==> config.mk <==
export PLATFORM = sky130hd
export DESIGN_NAME = fpbc_hash
export DESIGN_NICKNAME = d
export VERILOG_FILES = /design/src/design/fpbc_pkg.sv /design/src/design/fpbc_hash.sv
export SDC_FILE = /design/constraint.sdc
export NUM_CORES = 1
export LEC_CHECK = 0
export BUFFER_PORTS_ARGS = -buffer_cell sky130_fd_sc_hd__buf_2
export CORE_MARGIN = 2
export CORE_UTILIZATION = 30
export DETAILED_ROUTE_END_ITERATION = 12
export SLEW_MARGIN = 20
export SYNTH_ARGS = -nofsm -noshare
export SYNTH_HDL_FRONTEND = slang
export SYNTH_SLANG_ARGS = --single-unit
==> constraint.sdc <==
create_clock -name clk -period 18.7 [get_ports clk]
set_input_delay 0.935 -clock clk [delete_from_list [all_inputs] [get_ports clk]]
set_output_delay 0.935 -clock clk [all_outputs]
set_load 0.05 [all_outputs]
==> src/design/fpbc_pkg.sv <==
package fpbc_pkg;
  localparam int DEF_TABLE_DEPTH = 1024;
  localparam int DEF_MAX_PROBES  = 8;
  localparam int KEY_W   = 64;
  localparam int TOTAL_W = 63;
  localparam logic [63:0] HASH_MUL = 64'h9E3779B97F4A7C15;
  localparam logic OP_ADD   = 1'b0;
  localparam logic OP_QUERY = 1'b1;
endpackage

==> src/design/fpbc_hash.sv <==
// Home-slot hash: 32x32 partial products, sum and reciprocal quotient are
// registered, then the remainder is formed combinationally.
module fpbc_hash #(
  parameter int TABLE_DEPTH = fpbc_pkg::DEF_TABLE_DEPTH
) (
  input  logic                           clk,
  input  logic [fpbc_pkg::KEY_W-1:0]     key,
  output logic [$clog2(TABLE_DEPTH)-1:0] home
);
  import fpbc_pkg::*;
  localparam int IDX_W = $clog2(TABLE_DEPTH);
  localparam logic [31:0] MUL_LO = HASH_MUL[31:0];
  localparam logic [31:0] MUL_HI = HASH_MUL[63:32];
  // floor(x / depth) == (x * RECIP) >> SH for every 32-bit x
  localparam int SH = 32 + IDX_W;
  localparam logic [33:0] RECIP =
    34'(((64'd1 << SH) + 64'(TABLE_DEPTH) - 64'd1) / 64'(TABLE_DEPTH));
  localparam logic [IDX_W-1:0] DEPTH_LO = IDX_W'(TABLE_DEPTH);

  logic [63:0] ll_r;
  logic [31:0] lh_r, hl_r;
  logic [31:0] hi_r;
  logic [31:0] hi_d_r;
  logic [31:0] q_r;
  logic [65:0] qprod;
  logic [IDX_W-1:0] qd_lo;

  assign qprod = hi_r * RECIP;

  always_ff @(posedge clk) begin
    ll_r <= key[31:0] * MUL_LO;
    lh_r <= 32'(key[31:0] * MUL_HI);
    hl_r <= 32'(key[63:32] * MUL_LO);
    hi_r <= ll_r[63:32] + lh_r + hl_r;
    hi_d_r <= hi_r;
    q_r <= 32'(qprod >> SH);
  end

  // remainder is below depth, so only the low index bits are needed
  assign qd_lo = q_r[IDX_W-1:0] * DEPTH_LO;
  assign home  = hi_d_r[IDX_W-1:0] - qd_lo;
endmodule

Word-level counts from Yosys, hierarchy flattened --
Index checks and enable logic that the tools add are counted.
Word-level totals: register bits after elaboration 82, output and inout port bits 10, logic and storage cells 10
Operators by class: $add $sub $neg 2, multipliers 3
Operators by type and width (number):
- 32-bit by 31-bit multiplier with 42-bit output, second input constant | 1
- 32-bit by 31-bit multiplier with 10-bit output, second input constant | 1
- 32-bit by 32-bit multiplier with 10-bit output, second input constant | 1
- 10-bit adder | 2

Depth between registers and ports, before layout --
depth after elaboration 2, gate-level depth with buffers 24, gate-level depth less buffers 24

Worst setup path after synthesis --
Ideal clock, no wire load.
kind input to register, start in key[11] (netlist bit), end reg ll_r[41], library setup time 0.118 ns, data arrival time 6.774 ns, path slack 11.808 ns, cell stages on the path 24, buffers on the path 0, cells stage by stage inv_1 fa_1 inv_1 ha_1 inv_1 fa_1 inv_1 fa_1 inv_1 fa_1 inv_1 fa_1 fa_1 inv_1 fa_1 inv_1 ha_1 a21o_1 a221o_1 a21oi_2 a21oi_1 or3_4 o31a_1 xnor2_1
Between the ends: longest elaborated chain between the ends 1
Ends and longest elaborated chain:
- from (decl) | line fpbc_hash.sv:7 | input logic [fpbc_pkg::KEY_W-1:0] key,
- 32-bit by 31-bit multiplier with 42-bit output | line fpbc_hash.sv:31 | ll_r <= key[31:0] * MUL_LO;
- to (signal assigned) | line fpbc_hash.sv:31
- to (decl) | line fpbc_hash.sv:20 | logic [63:0] ll_r;
No other way between the ends.

Worst setup path after layout --
start in key[2] (netlist bit), end reg ll_r[37]
The elaborated chain is that of the path after synthesis.

==> summary.txt <==
Complex-gate fraction of the synthesized area - 4.157%
Final slew viol count - 0
Clock insertion delay at the later pin of the skew report - 0.28 ns
Post-route setup TNS - 0 ns
# setup viols final - 0
Post-route ant nets - 0
Die height - 219.8 um
Mux cell area share after synthesis - 0%
CP cell instances - buf_2 > inv_1 > fa_1 > fa_1 > fa_1 > inv_1 > fa_1 > fa_1 > fa_1 > fa_1 > inv_1 > fa_1 > inv_1 > ha_1 > a21o_1 > a21o_1 > a21oi_1 > o21ai_0 > a41o_1 > or2_1 > o311ai_1
Hold depth - 0
Remaining DRCs - 0
First-pass GRT wire length - 53,410 um
I/O pin count - 75
Synth warnings - 0
CTS tree - yes
RSZ-0062 raised after global routing - no
FP Rows - 79
Critical Path AT - 7.77 ns
CTS Buffer Depth - 2
Simple-Gate Fraction of Synth Area - 1.863%
Clk sinks - 50
CP max-delay cell - fa_1
Initial Util - 30.19%
Post-CTS Setup Inserts - 0
CTS Buf Count - 5
Async set-or-reset flop fraction in the synthesized netlist - 0%
Post-Synth Adder-Cell Area - 69.72%
Vias per Instance - 4.376
Largest net degree at the start of global routing - 16
Syn_nets - 1,999
Most used cell, CP - fa_1
GPL Wtd Cong - 0.9291
R2R depth - 11
Status - finished clean
Hold path start - hi_r[0]$_DFF_P_
Die X - 219.8 um
Synth Area in XOR/XNOR - 4.139%
# port buffers - 52
H-tree depth - 2
Hold Fails Final Rpt - 0
Nets - 2,058
Reg-to-reg setup timing slack - 16.17 ns
Vias in the first global route - 9,841
Slew @ Worst Pin - 0.5582 ns
Initial antenna violation count - 0
Worst Skew - 0.003206 ns
Final Instance Area - 15,140 um2
Placed Area - 14,990 um2
Main flop type after synthesis - dfxtp_1
Critical R2R Capture - hi_r[9]$_DFF_P_
Commonest non-fill, non-tap cells in the layout - inv_1 (482), fa_1 (302), ha_1 (295)
Wirelength, routed - 32,970 um
Crit path time final - 7.587 ns
Total grt overflow - 0
F_max - 131.8 MHz
Synthesized area per cell - 10.45 um2
Ant diodes - 0
Largest family of logic cells by synthesized area - adder cells
Yosys cell types - 38
Slowest cell delay on critical path - 0.59 ns
Clk root buf - clkbuf_16
Synthesized area - 13,970 um2
Syn Inst Count - 1,337
Final HPWL DP - 30,560 um
Commonest non-fill, non-tap cell in the layout - inv_1
Total die area - 48,290 um2
Area growth syn-to-layout - 8.385%
Post-CTS resize count - 0
Setup CP Type - in2reg
Crit Reg-Reg Startpoint - ll_r[33]$_DFF_P_
GRT Util Overall - 14.61%
Hold endpoint - hi_d_r[0]$_DFF_P_
WL/cell - 16.45 um
Layout cell share with drive strength beyond 1 - 4.438%
Largest fanout on the critical path - 9
Relative slew slack - 62.78%
Core Area - 46,260 um2
Detailed Routing Iterations Pass 1 - 4
HP Class - reg2reg
Synth Register Bits - 50
CP endpoint kind - register
Sequential area share after synthesis - 7.167%
Worst-path clk slew - 0.06 ns
DR vias - 8,769
Max cap viols - 0
Final core utilization - 32.72%
# hold bufs at CTS - 0
Period utilization - 40.57%
CP startpoint - key[2]
CP required - 18.88 ns
CP startpoint kind - input pin
Post-synth EDFFs - 0
Iteration-0 DRC Markers - 370
[critical path: cells and delay by family]
kind | cells | cell delay (ns)
buffers and inverters | 5 | 0.58
adders and majority gates | 9 | 4.31
AOI/OAI and AO/OA | 6 | 1.67
and+or+nand+nor | 1 | 0.28
[cell usage after synthesis (2+ instances only)]
library cell | instances | area [um2]
xor2_1 | 12 | 105.1
a21o_1 | 12 | 90.09
o21bai_1 | 6 | 45.04
o21a_1 | 2 | 15.01
nand3_1 | 7 | 35.03
inv_1 | 482 | 1809
o221ai_1 | 2 | 17.52
fa_1 | 302 | 6046
and3_1 | 6 | 37.54
ha_1 | 295 | 3691
nor2b_1 | 2 | 12.51
nand2_1 | 14 | 52.55
nand4_1 | 3 | 18.77
dfxtp_1 | 50 | 1001
nor3_1 | 6 | 30.03
nor2_1 | 10 | 37.54
o211ai_1 | 4 | 30.03
o21ai_0 | 10 | 50.05
nand2b_1 | 2 | 12.51
a41o_1 | 2 | 20.02
a21oi_1 | 35 | 175.2
a22oi_1 | 2 | 15.01
a211o_1 | 3 | 26.28
xnor2_1 | 54 | 473.0
[stage by stage]
stage                     hold slack, ns  setup WS [ns]  instances
after floorplan                   0.3096          11.81       1337
after global placement            0.3132          10.85       1996
after detailed placement          0.3143          10.80       1996
after CTS                         0.3337          11.05       2004
after global routing              0.3367          10.92       2004
final                             0.3290          11.11       2004
[layout make-up]
| class | count | area, um2 |
|---|---|---|
| Fill cell | 4752 | 31120 |
| Multi-Input combinational cell | 805 | 11160 |
| Inverter | 482 | 1809 |
| Sequential cell | 50 | 1001 |
| Tap cell | 607 | 759.5 |
| Timing Repair Buffer | 52 | 260.3 |
| Clock buffer | 6 | 138.9 |
| Clock inverter | 2 | 12.51 |
[state kept, by name, summed over array words and instances, names as in the netlist]
register,flops
ll_r,10
hi_r,10
hi_d_r,10
lh_r,10
hl_r,10
[per-layer routing]
layer  global-route usage (%)  up-vias  share of wire, %
li1                         -     4119                 -
met1                    19.53     4444                43
met2                    25.04      177                49
met3                    2.719       29               7.4
met4                    2.170        0               1.3
met5                        0        -                 0
[cells by family after synthesis]
family	count (synthesis)
and+or+nand+nor	53
DFF	50
xor gates and xnor gates	66
AOI/OAI and AO/OA	89
adders and majority gates	597
buffers and inverters	482
[worst max-delay path by stage]
stage / to / cells after the start
floorplan: ll_r[41]$_DFF_P_ / 24
global placement: ll_r[37]$_DFF_P_ / 21
detailed placement: ll_r[37]$_DFF_P_ / 21
CTS: ll_r[37]$_DFF_P_ / 21
global route: ll_r[37]$_DFF_P_ / 21
finish: ll_r[37]$_DFF_P_ / 21
Power is not shown: default switching activity piles up to over one toggle a cycle in this logic, so the estimate is an artifact.
